## config.mk

```make
export PLATFORM = sky130hd
export DESIGN_NAME = canonical_huffman_decoder
export DESIGN_NICKNAME = d
export VERILOG_FILES = /design/src/hdl/chd_pkg.sv /design/src/hdl/chd_ram.sv /design/src/hdl/chd_ctrl.sv /design/src/hdl/chd_dp.sv /design/src/hdl/canonical_huffman_decoder.sv
export SDC_FILE = /design/constraint.sdc
export NUM_CORES = 2
export LEC_CHECK = 0
export BUFFER_PORTS_ARGS = -buffer_cell sky130_fd_sc_hd__clkbuf_2
export CORE_MARGIN = 2
export CORE_UTILIZATION = 63
export CTS_CLUSTER_SIZE = 28
export DETAILED_ROUTE_END_ITERATION = 6
export MAX_ROUTING_LAYER = met4
export PLACE_DENSITY = 0.8
export SLEW_MARGIN = 20
export SYNTH_ARGS = -nofsm -noshare
export SYNTH_HDL_FRONTEND = slang
export SYNTH_SLANG_ARGS = --single-unit
export TNS_END_PERCENT = 30
```

## constraint.sdc

```tcl
create_clock -name i_clk -period 6.25 [get_ports i_clk]
set_input_delay 0.3125 -clock i_clk [delete_from_list [all_inputs] [get_ports i_clk]]
set_output_delay 0.3125 -clock i_clk [all_outputs]
set_load 0.01 [all_outputs]
```

## src/hdl/chd_pkg.sv

```systemverilog
// Package for the canonical Huffman decoder: sizes, opcodes, state codes,
// the word structs of both channels and the controller/datapath structs.
// Depends on nothing; every other file of the block but chd_ram uses it.
`default_nettype none

package chd_pkg;

    localparam int MAX_CODE_LEN = 32;
    localparam int NUM_SYMBOLS  = 256;
    localparam int SYM_AW       = $clog2(NUM_SYMBOLS);

    localparam int LC_DEPTH = 32;
    localparam int LC_AW    = 5;
    localparam int CNT_W    = 9;
    localparam int CODE_W   = 33;
    localparam int PL_W     = 6;
    localparam int BASE_W   = 9;
    localparam int POS_W    = BASE_W + 1;
    localparam int OLEN_W   = 56;
    localparam int BIT_W    = 3;

    localparam int APB_AW = 3;
    localparam int APB_DW = 64;
    localparam logic [APB_AW-1:0] REG_OUTPUT_LENGTH = 3'd0;

    typedef enum logic [1:0] {
        OP_LOAD_LEN = 2'd0,
        OP_LOAD_SYM = 2'd1,
        OP_DECODE   = 2'd2,
        OP_RESTART  = 2'd3
    } t_op;

    typedef enum logic [1:0] {
        S_IDLE  = 2'd0,
        S_BIT   = 2'd1,
        S_PUSH  = 2'd2,
        S_FLUSH = 2'd3
    } t_state;

    typedef struct packed {
        logic [1:0] opcode;
        logic [7:0] entry_index;
        logic [8:0] load_value;
        logic [7:0] data_byte;
    } t_in;

    typedef struct packed {
        logic [7:0] symbol;
        logic       status;
        logic       last_of_run;
        logic       stream_done;
    } t_out;

    typedef struct packed {
        logic load_len;
        logic load_sym;
        logic restart;
        logic start;
        logic step;
        logic pend_load;
        logic pend_clear;
        logic out_load;
        logic out_last;
    } t_cmd;

    typedef struct packed {
        logic stop;
        logic result;
        logic pend_valid;
        logic out_free;
    } t_sts;

endpackage

`default_nettype wire

```

## src/hdl/chd_ram.sv

```systemverilog
// Generic single write port, single read port RAM with registered read data.
// Depends on nothing.
`default_nettype none

module chd_ram #(
    parameter int WIDTH = 8,
    parameter int DEPTH = 256
) (
    input  wire logic                     i_clk,
    input  wire logic                     i_we,
    input  wire logic [$clog2(DEPTH)-1:0] i_waddr,
    input  wire logic [WIDTH-1:0]         i_wdata,
    input  wire logic                     i_re,
    input  wire logic [$clog2(DEPTH)-1:0] i_raddr,
    output logic      [WIDTH-1:0]         o_rdata
);

    logic [WIDTH-1:0] r_mem [DEPTH];
    logic [WIDTH-1:0] r_rdata;

    always_ff @(posedge i_clk) begin
        if (i_we) begin
            r_mem[i_waddr] <= i_wdata;
        end
        if (i_re) begin
            r_rdata <= r_mem[i_raddr];
        end
    end

    assign o_rdata = r_rdata;

endmodule

`default_nettype wire

```

## src/hdl/chd_ctrl.sv

```systemverilog
// Sequencer of the decoder: accepts words, steps the bit loop and moves
// results to the output. Depends on chd_pkg.
`default_nettype none

module chd_ctrl (
    input  wire logic          i_clk,
    input  wire logic          i_rst_n,
    input  wire logic          i_in_valid,
    input  wire logic [1:0]    i_opcode,
    input  wire chd_pkg::t_sts i_sts,
    output logic               o_in_stall,
    output chd_pkg::t_cmd      o_cmd
);

    chd_pkg::t_state r_state;
    chd_pkg::t_state n_state;
    chd_pkg::t_op    op;

    assign op = chd_pkg::t_op'(i_opcode);

    always_ff @(posedge i_clk) begin
        if (!i_rst_n) begin
            r_state <= chd_pkg::S_IDLE;
        end else begin
            r_state <= n_state;
        end
    end

    // Next state.
    always_comb begin
        n_state = r_state;
        case (r_state)
            chd_pkg::S_IDLE: begin
                if (i_in_valid && op == chd_pkg::OP_DECODE) begin
                    n_state = chd_pkg::S_BIT;
                end
            end
            chd_pkg::S_BIT: begin
                if (i_sts.stop) begin
                    n_state = chd_pkg::S_FLUSH;
                end else if (i_sts.result) begin
                    n_state = chd_pkg::S_PUSH;
                end
            end
            chd_pkg::S_PUSH: begin
                if (!i_sts.pend_valid || i_sts.out_free) begin
                    n_state = chd_pkg::S_BIT;
                end
            end
            chd_pkg::S_FLUSH: begin
                if (!i_sts.pend_valid || i_sts.out_free) begin
                    n_state = chd_pkg::S_IDLE;
                end
            end
            default: n_state = chd_pkg::S_IDLE;
        endcase
    end

    // Commands to the datapath.
    always_comb begin
        o_cmd = '0;
        case (r_state)
            chd_pkg::S_IDLE: begin
                if (i_in_valid) begin
                    case (op)
                        chd_pkg::OP_LOAD_LEN: o_cmd.load_len = 1'b1;
                        chd_pkg::OP_LOAD_SYM: o_cmd.load_sym = 1'b1;
                        chd_pkg::OP_DECODE:   o_cmd.start    = 1'b1;
                        chd_pkg::OP_RESTART:  o_cmd.restart  = 1'b1;
                        default:              o_cmd.start    = 1'b0;
                    endcase
                end
            end
            chd_pkg::S_BIT: begin
                o_cmd.step = !i_sts.stop;
            end
            chd_pkg::S_PUSH: begin
                if (!i_sts.pend_valid) begin
                    o_cmd.pend_load = 1'b1;
                end else if (i_sts.out_free) begin
                    o_cmd.pend_load = 1'b1;
                    o_cmd.out_load  = 1'b1;
                end
            end
            chd_pkg::S_FLUSH: begin
                if (i_sts.pend_valid && i_sts.out_free) begin
                    o_cmd.out_load   = 1'b1;
                    o_cmd.out_last   = 1'b1;
                    o_cmd.pend_clear = 1'b1;
                end
            end
            default: o_cmd = '0;
        endcase
    end

    assign o_in_stall = (r_state != chd_pkg::S_IDLE);

endmodule

`default_nettype wire

```

## src/hdl/chd_dp.sv

```systemverilog
// Datapath of the decoder: code book, code accumulator, bit matcher and the
// pending and output result registers. Depends on chd_pkg and chd_ram.
`default_nettype none

module chd_dp (
    input  wire logic                        i_clk,
    input  wire logic                        i_rst_n,
    input  wire chd_pkg::t_cmd               i_cmd,
    input  wire chd_pkg::t_in                i_in_data,
    input  wire logic [chd_pkg::OLEN_W-1:0]  i_output_length,
    input  wire logic                        i_out_stall,
    output chd_pkg::t_sts                    o_sts,
    output chd_pkg::t_out                    o_out_data,
    output logic                             o_out_valid
);

    localparam int CW = chd_pkg::CODE_W;

    logic [chd_pkg::CNT_W-1:0]  r_lc [chd_pkg::LC_DEPTH];
    logic [CW-1:0]              r_pc, n_pc;
    logic [chd_pkg::PL_W-1:0]   r_pl, n_pl;
    logic [CW-1:0]              r_fc, n_fc;
    logic [chd_pkg::BASE_W-1:0] r_base, n_base;
    logic [chd_pkg::OLEN_W-1:0] r_prod, n_prod;
    logic                       r_fin, n_fin;
    logic [7:0]                 r_byte;
    logic [chd_pkg::BIT_W-1:0]  r_bit;
    logic                       r_byte_end;
    logic                       r_fr_err, r_fr_done, r_fr_inr;
    chd_pkg::t_out              r_pd;
    logic                       r_pd_valid;
    chd_pkg::t_out              r_out;
    logic                       r_out_valid;

    logic                       cur_bit;
    logic [CW-1:0]              pc_s;
    logic [chd_pkg::PL_W-1:0]   pl_inc;
    logic [chd_pkg::CNT_W-1:0]  cnt;
    logic [CW:0]                diff;
    logic                       match;
    logic                       overlong;
    logic [chd_pkg::POS_W-1:0]  pos;
    logic                       inr;
    logic [chd_pkg::OLEN_W-1:0] prod_inc;
    logic                       done;
    logic [chd_pkg::POS_W-1:0]  nb;
    logic [CW:0]                nf;
    logic [CW-1:0]              fc_adv;
    logic [7:0]                 ram_rdata;
    logic [7:0]                 fresh_sym;
    logic                       sym_we;
    logic                       out_free;

    // One bit of the current byte against the running first code.
    assign cur_bit  = r_byte[r_bit];
    assign pc_s     = {r_pc[CW-2:0], cur_bit};
    assign pl_inc   = r_pl + 1'b1;
    assign cnt      = r_lc[r_pl[chd_pkg::LC_AW-1:0]];
    assign diff     = {1'b0, pc_s} - {1'b0, r_fc};
    assign match    = !diff[CW] && (diff[CW-1:0] < CW'(cnt));
    assign overlong = !match && (pl_inc >= chd_pkg::PL_W'(chd_pkg::MAX_CODE_LEN));
    assign pos      = chd_pkg::POS_W'(r_base) + chd_pkg::POS_W'(diff[chd_pkg::CNT_W-1:0]);
    assign inr      = pos < chd_pkg::POS_W'(chd_pkg::NUM_SYMBOLS);
    assign prod_inc = r_prod + 1'b1;
    assign done     = (prod_inc == i_output_length);
    assign nb       = chd_pkg::POS_W'(r_base) + chd_pkg::POS_W'(cnt);
    assign nf       = {1'b0, r_fc} + (CW + 1)'(cnt);
    assign fc_adv   = (nf[CW:CW-1] != 2'b00) ? '1 : {nf[CW-2:0], 1'b0};

    always_comb begin
        n_pc   = r_pc;
        n_pl   = r_pl;
        n_fc   = r_fc;
        n_base = r_base;
        n_prod = r_prod;
        n_fin  = r_fin;
        if (i_cmd.restart) begin
            n_pc   = '0;
            n_pl   = '0;
            n_fc   = '0;
            n_base = '0;
            n_prod = '0;
            n_fin  = 1'b0;
        end else if (i_cmd.step) begin
            if (match || overlong) begin
                n_pc   = '0;
                n_pl   = '0;
                n_fc   = '0;
                n_base = '0;
            end else begin
                n_pc   = pc_s;
                n_pl   = pl_inc;
                n_fc   = fc_adv;
                n_base = nb[chd_pkg::BASE_W] ? '1 : nb[chd_pkg::BASE_W-1:0];
            end
            if (match) begin
                n_prod = prod_inc;
                n_fin  = done;
            end
        end
    end

    always_ff @(posedge i_clk) begin
        if (!i_rst_n) begin
            for (int i = 0; i < chd_pkg::LC_DEPTH; i++) begin
                r_lc[i] <= '0;
            end
            r_pc        <= '0;
            r_pl        <= '0;
            r_fc        <= '0;
            r_base      <= '0;
            r_prod      <= '0;
            r_fin       <= 1'b0;
            r_byte_end  <= 1'b1;
            r_pd_valid  <= 1'b0;
            r_out_valid <= 1'b0;
        end else begin
            if (i_cmd.load_len && i_in_data.entry_index[7:chd_pkg::LC_AW] == '0) begin
                r_lc[i_in_data.entry_index[chd_pkg::LC_AW-1:0]] <= i_in_data.load_value;
            end
            r_pc   <= n_pc;
            r_pl   <= n_pl;
            r_fc   <= n_fc;
            r_base <= n_base;
            r_prod <= n_prod;
            r_fin  <= n_fin;
            if (i_cmd.start) begin
                r_byte_end <= 1'b0;
            end else if (i_cmd.step) begin
                r_byte_end <= (r_bit == '0);
            end
            if (i_cmd.pend_load) begin
                r_pd_valid <= 1'b1;
            end else if (i_cmd.pend_clear) begin
                r_pd_valid <= 1'b0;
            end
            if (i_cmd.out_load) begin
                r_out_valid <= 1'b1;
            end else if (!i_out_stall) begin
                r_out_valid <= 1'b0;
            end
        end
    end

    // Payload registers.
    always_ff @(posedge i_clk) begin
        if (i_cmd.start) begin
            r_byte <= i_in_data.data_byte;
            r_bit  <= '1;
        end else if (i_cmd.step) begin
            r_bit  <= r_bit - 1'b1;
        end
        if (i_cmd.step) begin
            r_fr_err  <= !match;
            r_fr_done <= match && done;
            r_fr_inr  <= inr;
        end
        if (i_cmd.pend_load) begin
            r_pd.symbol      <= fresh_sym;
            r_pd.status      <= r_fr_err;
            r_pd.last_of_run <= 1'b0;
            r_pd.stream_done <= r_fr_done;
        end
        if (i_cmd.out_load) begin
            r_out <= '{symbol:      r_pd.symbol,
                       status:      r_pd.status,
                       last_of_run: i_cmd.out_last,
                       stream_done: r_pd.stream_done};
        end
    end

    assign sym_we = i_cmd.load_sym
                 && ({1'b0, i_in_data.entry_index} < 9'(chd_pkg::NUM_SYMBOLS));

    chd_ram #(
        .WIDTH (8),
        .DEPTH (chd_pkg::NUM_SYMBOLS)
    ) u_sym_ram (
        .i_clk   (i_clk),
        .i_we    (sym_we),
        .i_waddr (i_in_data.entry_index[chd_pkg::SYM_AW-1:0]),
        .i_wdata (i_in_data.load_value[7:0]),
        .i_re    (i_cmd.step && match && inr),
        .i_raddr (pos[chd_pkg::SYM_AW-1:0]),
        .o_rdata (ram_rdata)
    );

    assign fresh_sym = (r_fr_err || !r_fr_inr) ? 8'h00 : ram_rdata;
    assign out_free  = !r_out_valid || !i_out_stall;

    assign o_sts.stop       = r_byte_end || r_fin;
    assign o_sts.result     = match || overlong;
    assign o_sts.pend_valid = r_pd_valid;
    assign o_sts.out_free   = out_free;

    assign o_out_data  = r_out;
    assign o_out_valid = r_out_valid;

endmodule

`default_nettype wire

```

## src/hdl/canonical_huffman_decoder.sv

```systemverilog
// Top level of the canonical Huffman decoder: channel ports, the APB
// register for the output length, the sequencer and the datapath.
// Depends on chd_pkg, chd_ctrl, chd_dp (and through it chd_ram).
`default_nettype none

// Channel   | Direction | Handshake              | Word
// ----------+-----------+------------------------+--------------------------
// input     | in        | i_in_valid / o_in_stall | chd_pkg::t_in  i_in_data
// output    | out       | o_out_valid / i_out_stall | chd_pkg::t_out o_out_data
// config    | in        | psel/penable/pwrite/pready | output_length, 7-byte reg
//
// Load and restart words are taken in the idle state. A decode word is
// accepted in the idle state, then each bit goes through the single
// first-code compare unit, each result through a push step (registered
// symbol RAM read), then one end-of-byte step and one flush step.
// Reset is synchronous and clears the length counts in flip-flops at once;
// the symbol RAM has no clearing pass. Output stalls hold the block in the
// push or flush step until the output register frees up.

module canonical_huffman_decoder (
    input  wire logic                        i_clk,
    input  wire logic                        i_rst_n,
    input  wire logic                        i_in_valid,
    output logic                             o_in_stall,
    input  wire chd_pkg::t_in                i_in_data,
    output logic                             o_out_valid,
    input  wire logic                        i_out_stall,
    output chd_pkg::t_out                    o_out_data,
    input  wire logic                        psel,
    input  wire logic                        penable,
    input  wire logic                        pwrite,
    input  wire logic [chd_pkg::APB_AW-1:0]  paddr,
    input  wire logic [chd_pkg::APB_DW-1:0]  pwdata,
    output logic      [chd_pkg::APB_DW-1:0]  prdata,
    output logic                             pready
);

    logic [chd_pkg::OLEN_W-1:0] r_output_length;
    chd_pkg::t_cmd              cmd;
    chd_pkg::t_sts              sts;

    // The user must write the output length register only while the decoder is
    // idle (the block does not enforce it), so the datapath reads it directly.
    always_ff @(posedge i_clk) begin
        if (!i_rst_n) begin
            r_output_length <= '0;
        end else if (psel && penable && pwrite && pready
                     && paddr == chd_pkg::REG_OUTPUT_LENGTH) begin
            r_output_length <= pwdata[chd_pkg::OLEN_W-1:0];
        end
    end

    assign pready = 1'b1;
    assign prdata = (paddr == chd_pkg::REG_OUTPUT_LENGTH)
                  ? chd_pkg::APB_DW'(r_output_length) : '0;

    chd_ctrl u_ctrl (
        .i_clk      (i_clk),
        .i_rst_n    (i_rst_n),
        .i_in_valid (i_in_valid),
        .i_opcode   (i_in_data.opcode),
        .i_sts      (sts),
        .o_in_stall (o_in_stall),
        .o_cmd      (cmd)
    );

    chd_dp u_dp (
        .i_clk           (i_clk),
        .i_rst_n         (i_rst_n),
        .i_cmd           (cmd),
        .i_in_data       (i_in_data),
        .i_output_length (r_output_length),
        .i_out_stall     (i_out_stall),
        .o_sts           (sts),
        .o_out_data      (o_out_data),
        .o_out_valid     (o_out_valid)
    );

endmodule

`default_nettype wire
```

* After elaboration in Yosys (flattened, before gate mapping) *
Memory sizes are Yosys's and may differ from the RTL's. A register that Yosys moved wholly into a read port is not among the register bits.
Cells that the tools add are included.

storage, ports and cells
  register bits after elaboration = 233
  latch bits = 0
  RAM bits = 2336
  memory bits (read-only) = 0
  input bits = 101
  output and inout port bits = 78
  memories kept = 2

memories
  memory                words  bits a word  rd ports  clocked after memory_dff  wr ports  RTL line       text
  u_dp.u_sym_ram.r_mem  256    8            1         1                         1         chd_ram.sv:18  logic [WIDTH-1:0] r_mem [DEPTH];
  u_dp.r_lc             32     9            1         1                         32        chd_dp.sv:19   logic [chd_pkg::CNT_W-1:0] r_lc [chd_pkg::LC_DEPTH];

operators by class
  add/subtract/negate cells = 7
  $mul = 0
  divide/modulo/power cells = 0
  magnitude comparators = 4
  equality and inequality tests = 12
  shift-type cells = 0
  mux-type cells = 46
  bitwise operators = 1
  reductions and logical operators = 36

operators with widths
  operator                 count
  $mux W33                 2
  $add A56 B1 Y56 const B  1
  $eq A56 B56 Y1           1
  $mux W56                 1
  $add A33 B9 Y34          1
  $sub A33 B33 Y34         1
  $lt A33 B9 Y1            1
  $mux W32                 1
  $mux W9                  3
  $mux W1                  24
  $add A9 B9 Y10           2
  $mux W5                  3
  $logic_and A1 B1 Y1      11
  $lt A10 B9 Y1 const B    1
  $mux W2                  5
  $logic_not A3 Y1         3
  $reduce_or A9 Y1         1
  $eq A2 B2 Y1 const B     4
  $mux W4                  2
  $ne A2 B1 Y1 const B     4
  $pmux W2 S4              1
  $reduce_bool A2 Y1       4
  $logic_not A1 Y1         7
  $add A6 B1 Y6 const B    1
  15 further kinds         21

* Depth between registers and ports, before layout *
  word-level depth = 11
  gate-level depth with buffers = 22
  depth with buffers taken out = 21

* Cells and area by module *
From an unflattened synthesis, not the netlist that was laid out.

second synthesis, totals
  cells, all modules = 6385
  area, all modules = 108048.6 um^2

modules (own cells, without submodules)
  module                     times used  cells each  area each (um^2)  sequential area each (um^2)
  chd_ram                    1           3733        79636.4           61739.2
  chd_dp                     1           2307        25483.2           12572.1
  canonical_huffman_decoder  1           318         2730.1            1121.1
  chd_ctrl                   1           27          198.9             40.0

* Least setup slack after synthesis *
No wires, ideal clock.

  path kind = register to register
  start point = register with a tool-made name
  end point = register u_dp.r_fc[17]
  arrival time = 5.264 ns
  data required time = 6.133 ns
  slack = 0.869 ns
  stages on the path, launching flop included = 18
  buffers on the path = 4
  cells stage by stage = dfxtp_1 buf_1 buf_1 mux4_2 mux4_2 mux2i_1 inv_1 ha_1 a21o_1 a21oi_1 o21ai_0 a2111o_1 a31o_2 o41ai_1 clkbuf_1 clkbuf_1 nand2_1 a22o_1

RTL lines
  item                  RTL line       text
  to (signal assigned)  chd_dp.sv:123  r_fc <= n_fc;
  to (decl)             chd_dp.sv:22   logic [CW-1:0] r_fc, n_fc;

* Worst setup path after layout *
  start point = register u_dp.r_bit[0] (netlist name)
  end point = register u_dp.u_sym_ram.r_rdata[5] (netlist: u_dp.u_sym_ram.o_rdata[5]) (read register of u_dp.u_sym_ram.r_mem), data pin

on the way
  cells in the longest elaborated chain, start to end = 7

ends and longest elaborated chain
  item                                                    RTL line       text
  from (decl)                                             chd_dp.sv:27   logic [chd_pkg::BIT_W-1:0] r_bit;
  from (signal assigned)                                  chd_dp.sv:151  r_bit <= r_bit - 1'b1;
  $bmux W1 S3 *                                           chd_dp.sv:55   assign cur_bit = r_byte[r_bit];
  $mux W1 (not written as such) *                         chd_dp.sv:55
  $sub A33 B33 Y34 *                                      chd_dp.sv:59   assign diff = {1'b0, pc_s} - {1'b0, r_fc};
  branches (longest 4 deep; another with $add A9 B9 Y10)  n/a
  to (decl)                                               chd_ram.sv:19  logic [WIDTH-1:0] r_rdata;

Every way passes the cells marked *. The select of a mux whose other input is x is not followed.
A chain may end at the register's enable or synchronous reset.

==> impl_results.md <==
* Ys Warns at 0
* CP max-delay cell: fa_4
* Placed Cells at 8274
* Hold Path Class: in2reg
* Num ports at around 180
* Fill count at 9747
* Critical-path maximum fanout at 31
* Top cell family by delay on the critical path: multiplexers
* Buf/Inv on CP at 2
* Final TNS setup at 0 ns
* Minimum clock period at 6.09 ns
* Biggest area consumer among synthesized cells: edfxtp_1
* First-pass GRT wire length at approximately 410000 um
* Postcts setup bufs at 0
* Post-Synthesis Cells at 6102
* XOR/XNOR Fraction of Synth Area at 0.0114
* Rel. slew slack at -0.0488
* Num CTS Buffers at 241
* Outcome: complete, but fails checks
* Top cells by count, synth: edfxtp_1 (2376), mux4_2 (728), nor2_1 (383), and2_1 (364), nand2_1 (360)
* Root buf cell: clkbuf_16
* Initial antenna violation count at 11
* Clk Latency, worst-skew pair at between 0.9 and 1 ns
* Critical path startpoint: u_dp.r_bit[0]
* Largest family of logic cells by synthesized area: multiplexers
* Vias in the first global route at 60786
* Static Leak at 0.0399 uW
* Final GP Congestion at 0.919
* Largest net degree at the start of global routing at 233
* Post-Synth Simple-Gate Area at 0.0715
* Critical path class: reg2reg
* DRT antenna net count at 0
* H-tree levels at 4
* Post-synth top flop: edfxtp_1
* Period Utilization, post-route at 0.975
* RSZ-0062 raised after global routing: false
* Maximum VDD drop at 402 uV
* CP endpoint kind: flip-flop
* Sequential share of power at 0.507
* Worst r2r src: u_dp.r_bit[0]
* GRT Util Overall at 0.331
* Cell Int Power at 28900 uW
* Hold depth at 4
* Mean routed wirelength per cell at 31.9 um
* Clk network pwr share at 0.400
* Mux share of post-synthesis cell area at 0.159
* Routed WL at 281000 um
* Flop-to-flop setup slack at roughly 0.16 ns
* Critical path depth in cells at 13
* Synth cell types at 85
* Startpoint types: flip-flop
* DR vias at 60728
* Yosys top cell area share at 0.661
* Slew Limit Fails at 80
* Fmax at ~0.16 GHz
* Die ar. at 175000 sq um
* Worst Tran Pin Value at 1.57 ns
* TritonRoute pass-1 iters at 7
* Critical Path Most Common Cell: mux4_2
* Final setup viols at 0
* Port Buffer Count at 161
* Sequential fraction of the synthesis area at 0.699
* Critical Path RT at approximately 6.9 ns
* Comb power frac at 0.093
* Failing checks: design-rule violations, max-slew violations
* Final Core Density at 0.711
* Max-Cap Viols at 0
* R2R Path End: u_dp.u_sym_ram.o_rdata[5]
* PwrDens at 310 nW/um^2
* Syn Area/Cell at about 18 sq um
* CORE AREA at 170000 sq um
* DP HPWL at 155000 um
* Top-count cell post-synth: edfxtp_1
* Worst-path clk slew at 0.06 ns
* Switching power at 8520 uW
* Fraction of registers with async set/reset at 0
* Vias/cell at 6.88
* Post-synthesis compound-gate area fraction at 0.0327
* Die Y at 418 um
* Share of cells above drive strength 1 at 0.218
* Post-synthesis adder-cell area fraction at 0.00909
* Worst Path Arrival at about 6.7 ns
* Crit-path cells: mux4_2, mux2i_1, ha_1, fa_1, fa_4, buf_12, buf_4, mux4_2, mux4_2, nor2b_1, a211oi_1, a21oi_1, mux4_2
* Initial drt markers at around 8700
* TritonCTS Sinks at 2582
* R2R cell count at 13
* DRC viols at 1
* FF+latch count, synth at 2582
* Clock buffer depth at 3
* Site Rows at approximately 150
* Initial Util at 0.635
* Hold Vio Cnt, Final at 0
* Layout area overhead at 11.9%
* Post-synth EDFFs at 2376
* Fin nets at 6554
* Worst Setup EP: u_dp.u_sym_ram.o_rdata[5]
* CTS tree: done
* Setup Skew at between 0.07 and 0.08 ns
* Synth Cell Area at 108000 sq um
* Most area-consuming cells after synthesis: edfxtp_1 (66%), mux4_2 (15%), dfxtp_1 (3.8%)
* Worst path max stage delay at 0.84 ns
* Net Sw Frac at 0.228
* Fin cells at 8821
* Congestion Overflow GR at 0
* Chip width at 418 um
## worst register-to-register path: stages, from the launching register on
cell and delay (ns):
dfxtp_1 0.43, mux4_2 0.54, mux2i_1 0.39, ha_1 0.26
fa_1 0.46, fa_4 0.84, buf_12 0.22, buf_4 0.52
mux4_2 0.43, mux4_2 0.49, nor2b_1 0.17, a211oi_1 0.43
a21oi_1 0.16, mux4_2 0.50
## worst min-delay path by stage
stage / from / end / slack, ns
6_report: penable / r_output_length[4] / 0.09
5_1_grt: penable / r_output_length[4] / 0.12
4_1_cts: i_in_data[4] / u_dp.r_byte[4] / 0.10
3_5_place_dp: u_dp.r_pd[9] / u_dp.o_out_data[9] / 0.41
3_3_place_gp: u_dp.r_fr_done / u_dp.r_pd[0] / 0.40
2_1_floorplan: u_dp.r_pd[0] / u_dp.o_out_data[0] / 0.40
## area by class of cell
cell class	count	area, sq um	share of cell area
multi-input combinational	3093	30900	0.256
antenna	13	32.5	0.000270
inverter	80	300	0.00249
clock inverter	135	1560	0.0129
timing repair buffer	379	3280	0.0272
clock buffer	321	6400	0.0530
sequential	2582	75500	0.625
tap	2218	2780	0.0230
## through the flow
| stage | hold slack [ns] | total power, uW | area [sq um] | setup WS [ns] |
|---|---|---|---|---|
| detailed placement | 0.405 | 22700 | 112000 | 0.405 |
| finish | 0.0912 | 37400 | 121000 | 0.159 |
| global route | 0.122 | 38200 | 121000 | 0.00984 |
| global placement | 0.403 | 22600 | 112000 | 0.402 |
| CTS | 0.105 | 37400 | 121000 | 0.252 |
| floorplan | 0.400 | 21500 | 108000 | 0.869 |
## sequential cells by signal (all words and copies together), names as in the netlist, 6 cells and up, named ones only
signal                  count
u_dp.r_pl                   6
u_dp.r_base                 9
u_dp.r_fc                  33
u_dp.u_sym_ram.o_rdata      8
u_dp.r_byte                 8
u_dp.o_out_data            11
u_dp.r_pd                  10
u_dp.r_pc                  32
r_output_length            56
u_dp.r_lc                 288
u_dp.u_sym_ram.r_mem     2048
u_dp.r_prod                56
## cell families after synthesis
logic type,count (synthesis)
compound gates,545
xor+xnor,141
simple gates,1515
flops,2582
mux,807
fa+ha+maj,76
other cells,2
buf+inv,434
## what timing repair did
item                                    4_1_cts  5_1_grt
gates resized for setup                       0        0
hold endpoints to repair                    560       68
hold buffers                                 76        1
endpoints found under the setup margin        0        0
## placed cells by master (no fill, tap or decap), types with 103 or more instances in the layout
| master | Yosys | layout |
|---|---|---|
| a21oi_1 | 171 | 170 |
| and2_1 | 364 | 363 |
| clkbuf_16 | 0 | 242 |
| clkbuf_2 | 0 | 153 |
| dfxtp_1 | 206 | 204 |
| edfxtp_1 | 2376 | 2376 |
| mux4_2 | 728 | 728 |
| nand2_1 | 360 | 344 |
| nor2_1 | 383 | 382 |
| o21ai_0 | 104 | 103 |
## power by group through the flow
stage	registers, uW	clock network (uW)	logic (uW)
5_1_grt	19000	15600	3610
3_5_place_dp	19300	0	3340
6_report	19000	15000	3460
2_1_floorplan	19300	0	2170
4_1_cts	19000	15000	3450
3_3_place_gp	19300	0	3260
## per-layer routing
layer	track usage	part of all wire	wire length, um
met2	0.524	0.50	141000
met1	0.432	0.36	101000
met4	0.146	0.048	13500
met3	0.0536	0.092	25900
met5	-	0	0
(Power assumes the default switching activity.)
